### src/rtl/svpa_pkg.sv
package svpa_pkg;

	localparam int CHANNELS_DEF   = 3;
	localparam int COUNT_BITS_DEF = 16;
	localparam int IN_CHANNELS    = 3;

	localparam int WIDTH_BITS = 16;
	localparam int ANGLE_BITS = 8;
	localparam int PCT_BITS   = 5;
	localparam int PROD_BITS  = WIDTH_BITS + ANGLE_BITS;

	localparam int CFG_IDX_BITS  = 3;
	localparam int CFG_DATA_BITS = 16;

	localparam logic [CFG_IDX_BITS-1:0] REG_COUNTER_TOP = 3'd0;
	localparam logic [CFG_IDX_BITS-1:0] REG_CAL_PCT     = 3'd1;
	localparam logic [CFG_IDX_BITS-1:0] REG_WIDTH_LOW   = 3'd2;
	localparam logic [CFG_IDX_BITS-1:0] REG_WIDTH_HIGH  = 3'd3;
	localparam logic [CFG_IDX_BITS-1:0] REG_ANGLE_SPAN  = 3'd4;

	localparam logic [WIDTH_BITS-1:0] COUNTER_TOP_RST = 16'd3999;
	localparam logic [PCT_BITS-1:0]   CAL_PCT_RST     = 5'd5;
	localparam logic [WIDTH_BITS-1:0] WIDTH_LOW_RST   = 16'd1000;
	localparam logic [WIDTH_BITS-1:0] WIDTH_HIGH_RST  = 16'd2000;
	localparam logic [ANGLE_BITS-1:0] ANGLE_SPAN_RST  = 8'd180;

	// floor(w / 100) = floor((w >> 2) / 25) = ((w >> 2) * 20972) >> 19,
	// exact for all 16-bit w
	localparam logic [WIDTH_BITS-1:0] RECIP_100   = 16'd20972;
	localparam int                    RECIP_SHIFT = 19;
	localparam int                    QUO100_BITS = 10;

	typedef struct packed {
		logic [WIDTH_BITS-1:0] counter_top;
		logic [PCT_BITS-1:0]   calibration_pct;
		logic [WIDTH_BITS-1:0] width_low;
		logic [WIDTH_BITS-1:0] width_high;
		logic [ANGLE_BITS-1:0] angle_span;
	} svpa_cfg_t;

	typedef struct packed {
		logic                  start;
		logic [WIDTH_BITS-1:0] width;
	} svpa_req_t;

	typedef struct packed {
		logic                  done;
		logic [WIDTH_BITS-1:0] width;
		logic [ANGLE_BITS-1:0] angle;
	} svpa_rsp_t;

	typedef enum logic [1:0] {
		ST_IDLE,
		ST_CHAN,
		ST_WAIT,
		ST_OUT
	} svpa_state_t;

	typedef enum logic [2:0] {
		U_IDLE,
		U_MUL,
		U_CAL,
		U_SCALE,
		U_DIV
	} svpa_unit_state_t;

endpackage

### src/rtl/svpa_divider.sv
module svpa_divider (
	input  logic                            clk,
	input  logic                            arst_n,
	input  logic                            start,
	input  logic [svpa_pkg::PROD_BITS-1:0]  num,
	input  logic [svpa_pkg::WIDTH_BITS-1:0] den,
	output logic                            done,
	output logic [svpa_pkg::ANGLE_BITS-1:0] quot
);
	import svpa_pkg::*;

	// quotient is known to fit ANGLE_BITS, so only that many restoring steps
	localparam int SH_BITS   = WIDTH_BITS + ANGLE_BITS - 1;
	localparam int STEP_BITS = $clog2(ANGLE_BITS);

	logic                  busy_q;
	logic                  done_q;
	logic [STEP_BITS-1:0]  step_q;
	logic [PROD_BITS-1:0]  rem_q;
	logic [SH_BITS-1:0]    dsh_q;
	logic [ANGLE_BITS-1:0] quot_q;

	logic [PROD_BITS-1:0] trial;
	logic                 ge;

	assign trial = PROD_BITS'(dsh_q);
	assign ge    = rem_q >= trial;

	always_ff @(posedge clk or negedge arst_n) begin
		if (!arst_n) begin
			busy_q <= 1'b0;
			done_q <= 1'b0;
			step_q <= '0;
		end else begin
			done_q <= 1'b0;
			if (start) begin
				busy_q <= 1'b1;
				step_q <= STEP_BITS'(ANGLE_BITS - 1);
			end else if (busy_q) begin
				if (step_q == '0) begin
					busy_q <= 1'b0;
					done_q <= 1'b1;
				end else begin
					step_q <= step_q - 1'b1;
				end
			end
		end
	end

	always_ff @(posedge clk) begin
		if (start) begin
			rem_q  <= num;
			dsh_q  <= {den, (ANGLE_BITS-1)'(0)};
			quot_q <= '0;
		end else if (busy_q) begin
			if (ge) begin
				rem_q <= rem_q - trial;
			end
			quot_q <= {quot_q[ANGLE_BITS-2:0], ge};
			dsh_q  <= dsh_q >> 1;
		end
	end

	assign done = done_q;
	assign quot = quot_q;

endmodule

### src/rtl/svpa_angle_unit.sv
module svpa_angle_unit (
	input  logic                clk,
	input  logic                arst_n,
	input  svpa_pkg::svpa_cfg_t cfg,
	input  svpa_pkg::svpa_req_t req,
	output svpa_pkg::svpa_rsp_t rsp
);
	import svpa_pkg::*;

	localparam int Q_HI = RECIP_SHIFT + QUO100_BITS - 1;

	svpa_unit_state_t state_q, state_d;

	logic                  done_q;
	logic [WIDTH_BITS-1:0] w_q;
	logic [31:0]           prod_q;
	logic [WIDTH_BITS-1:0] cal_q;
	logic [ANGLE_BITS-1:0] angle_q;

	logic [WIDTH_BITS-1:0] removed;
	logic                  at_low;
	logic                  at_high;
	logic [PROD_BITS-1:0]  scale_prod;
	logic [WIDTH_BITS-1:0] den;
	logic                  div_start;
	logic                  div_done;
	logic [ANGLE_BITS-1:0] div_quot;

	assign removed    = WIDTH_BITS'(cfg.calibration_pct) * WIDTH_BITS'(prod_q[Q_HI:RECIP_SHIFT]);
	assign at_low     = cal_q <= cfg.width_low;
	assign at_high    = cal_q >= cfg.width_high;
	assign scale_prod = PROD_BITS'(cal_q - cfg.width_low) * PROD_BITS'(cfg.angle_span);
	assign den        = cfg.width_high - cfg.width_low;
	assign div_start  = (state_q == U_SCALE) && !at_low && !at_high;

	svpa_divider u_div (
		.clk    (clk),
		.arst_n (arst_n),
		.start  (div_start),
		.num    (scale_prod),
		.den    (den),
		.done   (div_done),
		.quot   (div_quot)
	);

	always_ff @(posedge clk or negedge arst_n) begin
		if (!arst_n) begin
			state_q <= U_IDLE;
			done_q  <= 1'b0;
		end else begin
			state_q <= state_d;
			done_q  <= ((state_q == U_SCALE) && (at_low || at_high)) ||
			           ((state_q == U_DIV) && div_done);
		end
	end

	always_comb begin
		state_d = state_q;
		unique case (state_q)
			U_IDLE:  if (req.start) state_d = U_MUL;
			U_MUL:   state_d = U_CAL;
			U_CAL:   state_d = U_SCALE;
			U_SCALE: state_d = (at_low || at_high) ? U_IDLE : U_DIV;
			U_DIV:   if (div_done) state_d = U_IDLE;
			default: state_d = U_IDLE;
		endcase
	end

	always_ff @(posedge clk) begin
		case (state_q)
			U_IDLE:  if (req.start) w_q <= req.width;
			U_MUL:   prod_q <= 32'(w_q >> 2) * 32'(RECIP_100);
			U_CAL:   cal_q <= w_q - removed;
			U_SCALE: begin
				if (at_low) begin
					angle_q <= '0;
				end else if (at_high) begin
					angle_q <= cfg.angle_span;
				end
			end
			U_DIV:   if (div_done) angle_q <= div_quot;
			default: ;
		endcase
	end

	assign rsp = '{done: done_q, width: cal_q, angle: angle_q};

endmodule

### src/rtl/servo_pulse_width_to_angle_core.sv
// Channel   Signals                          Dir  Item
// s_        s_tvalid s_tready s_tdata[7:0]   in   one timer tick, three pulse levels
// m_        m_tvalid m_tready m_tdata[79:0]  out  angles, widths, update mask
// cfg_      cfg_we cfg_index cfg_wdata       in   register write, no wait
//
// A width at or beyond the limits skips the divider; the 8-step divider in the
// angle unit is shared by all channels.
// s_tready is high only while the sequencer is idle; the output register holds
// one finished item so a new tick is taken while m_ is stalled.
// Reset: asynchronous, active low; registers return to their default values,
// channel counters and edge state clear, the latched levels do not.
module servo_pulse_width_to_angle_core #(
	parameter int CHANNELS   = svpa_pkg::CHANNELS_DEF,
	parameter int COUNT_BITS = svpa_pkg::COUNT_BITS_DEF
) (
	input  logic                               clk,
	input  logic                               arst_n,
	input  logic                               s_tvalid,
	output logic                               s_tready,
	// level_a [0], level_b [1], level_c [2], zero [7:3]
	input  logic [7:0]                         s_tdata,
	output logic                               m_tvalid,
	input  logic                               m_tready,
	// angle_a [7:0], angle_b [15:8], angle_c [23:16], width_a [39:24],
	// width_b [55:40], width_c [71:56], updated_mask [74:72], zero [79:75]
	output logic [79:0]                        m_tdata,
	input  logic                               cfg_we,
	input  logic [svpa_pkg::CFG_IDX_BITS-1:0]  cfg_index,
	input  logic [svpa_pkg::CFG_DATA_BITS-1:0] cfg_wdata
);
	import svpa_pkg::*;

	localparam int CH_BITS      = (CHANNELS > 1) ? $clog2(CHANNELS) : 1;
	localparam int M_FIELD_BITS = IN_CHANNELS * (ANGLE_BITS + WIDTH_BITS) + IN_CHANNELS;
	localparam int M_TDATA_BITS = ((M_FIELD_BITS + 7) / 8) * 8;

	svpa_cfg_t   cfg_q;
	svpa_state_t state_q, state_d;

	logic [CH_BITS-1:0]     ch_q;
	logic [IN_CHANNELS-1:0] mask_q;
	logic [CHANNELS-1:0]    lvl_q;
	logic [CHANNELS-1:0]    prev_q;
	logic [CHANNELS-1:0]    armed_q;
	logic [COUNT_BITS-1:0]  cnt_q        [CHANNELS];
	logic [WIDTH_BITS-1:0]  last_width_q [CHANNELS];
	logic [ANGLE_BITS-1:0]  last_angle_q [CHANNELS];
	logic                   m_tvalid_q;
	logic [M_TDATA_BITS-1:0] m_tdata_q;

	logic                  cur_lvl;
	logic                  cur_prev;
	logic                  cur_armed;
	logic [COUNT_BITS-1:0] cnt_adv;
	logic [31:0]           cnt32;
	logic [WIDTH_BITS-1:0] sat_width;
	logic                  rise_arm;
	logic                  capture;
	logic                  last_ch;
	logic                  accept;
	logic                  out_load;

	svpa_req_t req;
	svpa_rsp_t rsp;

	logic [ANGLE_BITS-1:0] ang_out [IN_CHANNELS];
	logic [WIDTH_BITS-1:0] wid_out [IN_CHANNELS];

	// register file
	always_ff @(posedge clk or negedge arst_n) begin
		if (!arst_n) begin
			cfg_q <= '{counter_top: COUNTER_TOP_RST, calibration_pct: CAL_PCT_RST,
			           width_low: WIDTH_LOW_RST, width_high: WIDTH_HIGH_RST,
			           angle_span: ANGLE_SPAN_RST};
		end else if (cfg_we) begin
			unique case (cfg_index)
				REG_COUNTER_TOP: cfg_q.counter_top     <= cfg_wdata[WIDTH_BITS-1:0];
				REG_CAL_PCT:     cfg_q.calibration_pct <= cfg_wdata[PCT_BITS-1:0];
				REG_WIDTH_LOW:   cfg_q.width_low       <= cfg_wdata[WIDTH_BITS-1:0];
				REG_WIDTH_HIGH:  cfg_q.width_high      <= cfg_wdata[WIDTH_BITS-1:0];
				REG_ANGLE_SPAN:  cfg_q.angle_span      <= cfg_wdata[ANGLE_BITS-1:0];
				default: ;
			endcase
		end
	end

	// per-channel tick logic, one channel per cycle unless a capture waits for the angle unit
	assign cur_lvl   = lvl_q[ch_q];
	assign cur_prev  = prev_q[ch_q];
	assign cur_armed = armed_q[ch_q];
	assign cnt_adv   = (32'(cnt_q[ch_q]) >= 32'(cfg_q.counter_top)) ? '0
	                 : cnt_q[ch_q] + COUNT_BITS'(1);
	assign cnt32     = 32'(cnt_adv);
	assign sat_width = (cnt32 > 32'h0000_FFFF) ? '1 : cnt32[WIDTH_BITS-1:0];
	assign rise_arm  = cur_lvl & ~cur_prev & ~cur_armed;
	assign capture   = ~cur_lvl & cur_prev & cur_armed;
	assign last_ch   = ch_q == CH_BITS'(CHANNELS - 1);

	assign accept   = s_tvalid && s_tready;
	assign out_load = (state_q == ST_OUT) && (!m_tvalid_q || m_tready);

	assign req = '{start: (state_q == ST_CHAN) && capture, width: sat_width};

	svpa_angle_unit u_unit (
		.clk    (clk),
		.arst_n (arst_n),
		.cfg    (cfg_q),
		.req    (req),
		.rsp    (rsp)
	);

	always_comb begin
		state_d  = state_q;
		s_tready = 1'b0;
		unique case (state_q)
			ST_IDLE: begin
				s_tready = 1'b1;
				if (s_tvalid) state_d = ST_CHAN;
			end
			ST_CHAN: begin
				if (capture) begin
					state_d = ST_WAIT;
				end else if (last_ch) begin
					state_d = ST_OUT;
				end
			end
			ST_WAIT: if (rsp.done) state_d = last_ch ? ST_OUT : ST_CHAN;
			ST_OUT:  if (out_load) state_d = ST_IDLE;
			default: state_d = ST_IDLE;
		endcase
	end

	always_ff @(posedge clk or negedge arst_n) begin
		if (!arst_n) begin
			state_q    <= ST_IDLE;
			ch_q       <= '0;
			mask_q     <= '0;
			prev_q     <= '0;
			armed_q    <= '0;
			m_tvalid_q <= 1'b0;
			for (int i = 0; i < CHANNELS; i++) begin
				cnt_q[i]        <= '0;
				last_width_q[i] <= '0;
				last_angle_q[i] <= '0;
			end
		end else begin
			state_q <= state_d;
			if (accept) begin
				ch_q   <= '0;
				mask_q <= '0;
			end
			if (state_q == ST_CHAN) begin
				cnt_q[ch_q]  <= rise_arm ? '0 : cnt_adv;
				prev_q[ch_q] <= cur_lvl;
				if (rise_arm) armed_q[ch_q] <= 1'b1;
				if (capture)  armed_q[ch_q] <= 1'b0;
				if (!capture && !last_ch) ch_q <= ch_q + 1'b1;
			end
			if ((state_q == ST_WAIT) && rsp.done) begin
				last_width_q[ch_q] <= rsp.width;
				last_angle_q[ch_q] <= rsp.angle;
				// channels past the three outputs leave no mark
				mask_q <= mask_q | (3'b001 << ch_q);
				if (!last_ch) ch_q <= ch_q + 1'b1;
			end
			if (out_load) begin
				m_tvalid_q <= 1'b1;
			end else if (m_tready) begin
				m_tvalid_q <= 1'b0;
			end
		end
	end

	// levels of channels past the inputs stay low
	always_ff @(posedge clk) begin
		if (accept) lvl_q <= CHANNELS'(s_tdata[IN_CHANNELS-1:0]);
	end

	for (genvar g = 0; g < IN_CHANNELS; g++) begin : g_out
		if (g < CHANNELS) begin : g_live
			assign ang_out[g] = last_angle_q[g];
			assign wid_out[g] = last_width_q[g];
		end else begin : g_none
			assign ang_out[g] = '0;
			assign wid_out[g] = '0;
		end
	end

	always_ff @(posedge clk) begin
		if (out_load) begin
			m_tdata_q <= M_TDATA_BITS'({mask_q, wid_out[2], wid_out[1], wid_out[0],
			                            ang_out[2], ang_out[1], ang_out[0]});
		end
	end

	assign m_tvalid = m_tvalid_q;
	assign m_tdata  = m_tdata_q;

`ifndef SYNTHESIS
	a_done_in_wait: assert property (@(posedge clk) disable iff (!arst_n)
		rsp.done |-> state_q == ST_WAIT)
		else $error("angle unit finished outside wait state");

	a_accept_restart: assert property (@(posedge clk) disable iff (!arst_n)
		accept |=> (state_q == ST_CHAN && ch_q == '0 && mask_q == '0))
		else $error("sequencer did not restart at channel zero");

	a_out_last_ch: assert property (@(posedge clk) disable iff (!arst_n)
		state_q == ST_OUT |-> last_ch)
		else $error("output loaded before last channel");
`endif

endmodule
### config.mk
export PLATFORM = sky130hd
export DESIGN_NAME = servo_pulse_width_to_angle_core
export DESIGN_NICKNAME = d
export VERILOG_FILES = /design/src/rtl/svpa_pkg.sv /design/src/rtl/svpa_divider.sv /design/src/rtl/svpa_angle_unit.sv /design/src/rtl/servo_pulse_width_to_angle_core.sv
export SDC_FILE = /design/constraint.sdc
export NUM_CORES = 1
export LEC_CHECK = 0
export BUFFER_PORTS_ARGS = -buffer_cell sky130_fd_sc_hd__buf_2
export CAP_MARGIN = 20
export CORE_MARGIN = 2
export CORE_UTILIZATION = 65
export CTS_BUF_LIST = sky130_fd_sc_hd__clkbuf_2
export CTS_CLUSTER_DIAMETER = 50
export DETAILED_ROUTE_END_ITERATION = 10
export HOLD_SLACK_MARGIN = 0.05
export MAX_ROUTING_LAYER = met4
export PLACE_DENSITY = 0.83
export SYNTH_ARGS = -nofsm -noshare
export SYNTH_HDL_FRONTEND = slang
export SYNTH_SLANG_ARGS = --single-unit
### constraint.sdc
create_clock -name clk -period 13.13 [get_ports clk]
set_input_delay 1.313 -clock clk [delete_from_list [all_inputs] [get_ports clk]]
set_output_delay 1.313 -clock clk [all_outputs]
set_load 0.1 [all_outputs]
== Word-level counts from Yosys, hierarchy flattened ==
Cells that the tools add are included.

* Add/sub/neg operators: 7
* Multiply operators: 3
* $lt $le $gt $ge: 9
* Eq/ne operators: 20
* Shifts and indexed selects: 1
* Multiplexer cells: 63
* Bitwise operators: 12
* Reductions and logical operators: 39

{| class="wikitable"
|+ Operators by type and width
! operator !! number
|-
| $bwmux W48 || 2
|-
| $mux W16 || 5
|-
| $mux W24 || 3
|-
| $mux W23 || 2
|-
| $mux W3 || 11
|-
| $bmux W16 S2 || 1
|-
| $demux W16 S2 || 1
|-
| $ge A16 B16 Y1 || 2
|-
| $mux W8 || 4
|-
| $mul A14 B13 Y27 const B || 1
|-
| $bwmux W24 || 1
|-
| $ge A24 B23 Y1 || 1
|-
| $mul A24 B8 Y24 || 1
|-
| $sub A24 B23 Y24 || 1
|-
| $mux W2 || 11
|-
| $reduce_and A2 Y1 || 9
|-
| $sub A16 B16 Y17 || 1
|-
| $add A16 B1 Y16 const B || 1
|-
| $demux W8 S2 || 1
|-
| $gt A16 B16 Y1 const B || 1
|-
| $le A16 B16 Y1 || 1
|-
| $pmux W8 S2 || 1
|-
| $sub A16 B15 Y16 || 1
|-
| $sub A16 B16 Y16 || 1
|-
| 37 further kinds || 90
|}

* Bits in registers: 404
* Input bits: 32

== Logic depth before layout (Yosys ltp) ==
* Word-level depth: 11
* Depth in mapped cells: 30
* Depth with buffers taken out: 30

== By module ==
A second synthesis with hierarchy kept.

* Cells, all modules: 2653
* Area, all modules: 28190.8 um^2

{| class="wikitable"
|+ By module, submodules not included
! module !! instances !! cells each !! area an instance (um^2) !! sequential area each (um^2)
|-
| svpa_angle_unit || 1 || 1457 || 13452.9 || 1601.5
|-
| servo_pulse_width_to_angle_core || 1 || 782 || 10980.5 || 7257.0
|-
| svpa_divider || 1 || 414 || 3757.4 || 1626.6
|}

== Worst setup path before layout ==
Ideal clock, no wire load.

* Path kind: register -> register
* From: register cfg_q[25] (netlist name)
* To: register u_unit.u_div.rem_q[23], data pin
* Setup time: 0.273 ns
* Data arrival time: 6.301 ns
* Required time: 12.857 ns
* Slack: 6.555 ns
* Cell stages (with the launch flop): 28
* Buffers on the path: 0
* Path through: dfrtp_1 -> inv_1 -> ha_1 -> nor2b_1 -> o31a_1 -> nor4_1 -> o21bai_1 -> a21o_1 -> a21oi_1 -> o21ai_0 -> xor2_1 -> and2_1 -> fa_1 -> fa_1 -> fa_1 -> inv_1 -> fa_1 -> inv_1 -> ha_1 -> a21o_1 -> a21oi_1 -> nand2_1 -> o31ai_1 -> a21oi_1 -> a31oi_1 -> xnor2_1 -> a21boi_0 -> a311oi_1

* Word-level cells in the longest chain between the ends: 5

{| class="wikitable"
|+ RTL lines
! item !! line !! text
|-
| start, declared || servo_pulse_width_to_angle_core.sv:37 || <nowiki>svpa_cfg_t cfg_q;</nowiki>
|-
| start signal, assigned || servo_pulse_width_to_angle_core.sv:72 || <nowiki>cfg_q <= '{counter_top: COUNTER_TOP_RST, calibration_pct: CAL_PCT_RST,</nowiki>
|-
| parallel branches: the longest is 4 deep, another holds $mul A24 B8 Y24 || -- ||
|-
| $mux W24 (*) || svpa_divider.sv:51 || <nowiki>if (start) begin</nowiki>
|-
| end signal, assigned || svpa_divider.sv:52 || <nowiki>rem_q <= num;</nowiki>
|-
| end signal, assigned || svpa_divider.sv:57 || <nowiki>rem_q <= rem_q - trial;</nowiki>
|-
| end, declared || svpa_divider.sv:19 || <nowiki>logic [PROD_BITS-1:0] rem_q;</nowiki>
|}

Mark *: on every way between the ends.
A chain may end at the register's enable or synchronous reset.

== Worst setup path in the final report ==
* From: register u_unit.cal_q[2]
* To: register u_unit.u_div.rem_q[23], data pin

* Word-level cells in the longest chain between the ends: 5

{| class="wikitable"
|+ RTL lines
! item !! line !! text
|-
| start, declared || svpa_angle_unit.sv:17 || <nowiki>logic [WIDTH_BITS-1:0] cal_q;</nowiki>
|-
| start signal, assigned || svpa_angle_unit.sv:73 || <nowiki>U_CAL: cal_q <= w_q - removed;</nowiki>
|-
| parallel branches: the longest is 4 deep, another holds $mul A24 B8 Y24 || -- ||
|-
| $mux W24 (*) || svpa_divider.sv:51 ||
|}

Marks and branches as above.

==> impl_metrics.env <==
export IMPL_status="complete, no violations"
export IMPL_max_freq_mhz=127
export IMPL_numCtsBuffers=94
export IMPL_synth_simple_area_share=0.122
export IMPL_dieArea_um2=44300
export IMPL_synth_top_area_cell="edfxtp_1"
export IMPL_grt_pass1_wl_um=103000
export IMPL_clkTransAtPathRegs_ns=0.12
export IMPL_yosys_register_bits=387
export IMPL_worstPathArrival_ns=8.82
export IMPL_layout_common_cells="384 x inv_1, 245 x ha_1, 235 x nand2_1"
export IMPL_core_rowCount=75
export IMPL_layout_drive_gt1_share=0.151
export IMPL_period_minus_slack_ns=7.88
export IMPL_first_pass_iters=7
export IMPL_reg2reg_depth=26
export IMPL_dieHeight_um=210
export IMPL_via_per_inst=5.75
export IMPL_wl_per_cell_um=18.5
export IMPL_fin_skew_ns=0.102
export IMPL_drt_iter0_drc=1295
export IMPL_ant_nets=0
export IMPL_portBuffers=103
export IMPL_grt_max_degree=89
export IMPL_cts_tree="built"
export IMPL_period_share=0.600
export IMPL_dp_slack_ns=5.29
export IMPL_grt_pass1_vias=20600
export IMPL_finalHoldViolations=0
export IMPL_antenna_found_initial=3
export IMPL_worstReg2RegEnd="u_unit.u_div.rem_q[23]"
export IMPL_overflow=0
export IMPL_synth_edf_count=168
export IMPL_gp_congestion=0.942
export IMPL_maxSlewHeadroom=0.307
export IMPL_clockBufferDepth=3
export IMPL_finalWirelength_um=63100
export IMPL_cts_resized=0
export IMPL_setup_viol=0
export IMPL_fill_cells=3040
export IMPL_final_common_cell="inv_1"
export IMPL_crit_type="reg -> reg"
export IMPL_hold_buffers=0
export IMPL_setup_ws_ns=5.25
export IMPL_final_core_util=0.709
export IMPL_synth_seq_area_share=0.379
export IMPL_die_w_um=210
export IMPL_hpwl_um=48300
export IMPL_yosysTopAreaCellShare=0.182
export IMPL_cp_max_fo=8
export IMPL_hold_path_class="in -> async"
export IMPL_synth_cells=2634
export IMPL_synthTopCellsByArea="edfxtp_1 18%, dfrtp_1 16%, fa_1 15%, ha_1 11%, inv_1 5.2%"
export IMPL_synth_top_family_by_area="adder cells"
export IMPL_initial_core_util=0.659
export IMPL_grt_total_usage=0.304
export IMPL_tightest_slew_ns=1.04
export IMPL_rsz0062_at_grt="no"
export IMPL_ios=114
export IMPL_rrSetupSlack_ns=5.25
export IMPL_final_nets=3266
export IMPL_cts_setup_buffers=0
export IMPL_cp_end_kind="flop"
export IMPL_async_reset_ff_frac=0.527
export IMPL_critPathLaunchType="flop"
export IMPL_synth_fa_ha_area_frac=0.260
export IMPL_drv_cap=0
export IMPL_synth_xor_area_frac=0.0329
export IMPL_tns_ns=0
export IMPL_slew_viol_final=0
export IMPL_vias=19600
export IMPL_core_area_um2=42000
export IMPL_required_ns=14.07
export IMPL_yosysUniqueCellTypes=75
export IMPL_synthMuxAreaShare=0.0537
export IMPL_yosysWarnings=0
export IMPL_drc_errors=0
export IMPL_cts_root_buf="clkbuf_2"
export IMPL_synth_avg_cell_area_um2=10.5
export IMPL_synth_compound_area_share=0.0897
export IMPL_area_delta_synth_final_pct=7.69
export IMPL_synthFlopType="dfrtp_1"
export IMPL_r2r_start="u_unit.cal_q[2]"
export IMPL_netlist_area_um2=27700
export IMPL_clock_sinks=387
export IMPL_htreeDepth=3
export IMPL_clkLatencyLatePin_ns=1.13
==> cells in the mapped netlist (15+ instances only) <==
library cell and count:
and2_1 135, dfxtp_1 15, dfrtp_1 176, nand2b_1 30, or3_1 16, nand2_1 235, and3_1 16, clkbuf_1 64
dfstp_2 28, ha_1 245, xnor2_1 64, mux2i_1 36, nor2b_1 32, o21a_1 18, edfxtp_1 168, nand3_1 43
a21o_1 35, mux2_2 98, inv_1 384, o21ai_0 185, fa_1 206, nor3_1 30, nor2_1 102, xor2_1 40
a21oi_1 82
==> through the flow <==
step                      std cells  instance area, um^2  hold slack [ns]
after floorplan                2638                27700            0.419
after CTS                      3398                29700            0.242
after detailed placement       3222                28800            0.430
final                          3406                29800            0.251
after global routing           3405                29800            0.297
after global placement         3221                28800            0.426
==> worst max path at each step <==
stage	startpoint	slack (ns)	cells past startpoint	end
5_1_grt	cfg_q[25]	4.88	27	u_unit.u_div.rem_q[23]
6_report	u_unit.cal_q[2]	5.25	26	u_unit.u_div.rem_q[23]
4_1_cts	cfg_q[25]	5.28	27	u_unit.u_div.rem_q[23]
3_3_place_gp	cfg_q[25]	5.54	27	u_unit.u_div.rem_q[23]
3_5_place_dp	cfg_q[25]	5.29	27	u_unit.u_div.rem_q[23]
2_1_floorplan	cfg_q[25]	6.56	27	u_unit.u_div.rem_q[23]
==> layout make-up <==
type / count / area [um^2] / share of cell area
Inverter: 384 / 1440 / 0.0483
Antenna cell: 4 / 10.0 / 0.000336
Timing Repair Buffer: 127 / 756 / 0.0253
Clock inverter: 33 / 239 / 0.00801
Clock buffer: 143 / 716 / 0.0240
Multi-Input combinational cell: 1789 / 15500 / 0.520
Tap cell: 539 / 674 / 0.0226
Sequential cell: 387 / 10500 / 0.352
==> sequential cells by signal (all words and copies together), names as in the netlist, 23 cells and up, named ones only <==
name / count
ang_out: 24
cfg_q: 61
cnt_q: 48
last_width_q: 48
m_tdata: 75
u_unit.u_div.dsh_q: 23
u_unit.u_div.rem_q: 24
==> cells by family (layout without fill, tap and decap cells) <==
| family | Yosys count | in the layout |
|---|---|---|
| DFF | 387 | 387 |
| AOI/OAI and AO/OA | 413 | 413 |
| and+or+nand+nor | 681 | 681 |
| buffers and inverters | 462 | 687 |
| other | 1 | 9 |
| xor gates and xnor gates | 104 | 104 |
| adders and majority gates | 451 | 451 |
| muxes | 135 | 135 |
==> routing by layer <==
metal | vias to the layer above | GRT usage | wire [um]
met4 | 0 | 0.115 | 2010
met2 | 646 | 0.508 | 31500
li1 | 9153 | - | -
met3 | 138 | 0.0591 | 3910
met5 | - | - | 0
met1 | 9631 | 0.369 | 25600
==> critical path, cell delays in order (launching register included) <==
cell and delay, ns:
edfxtp_1 0.53, ha_1 0.39, o21a_1 0.22, o31a_1 0.13, nor4_1 0.52, o21bai_1 0.20
a21o_1 0.21, a21oi_1 0.21, o21ai_0 0.12, xor2_1 0.49, and2_1 0.23, fa_1 0.45
fa_1 0.52, fa_1 0.55, inv_1 0.06, fa_1 0.53, inv_1 0.04, ha_1 0.35
a21o_1 0.21, a21oi_1 0.28, nand2_1 0.10, o31ai_1 0.39, a21oi_1 0.18, a31oi_1 0.26
xnor2_1 0.16, a21boi_0 0.12, a311oi_1 0.22
Power is left out: the tool's default activity adds up to more than one toggle a clock period on the data nets, which glitch-free logic cannot reach.
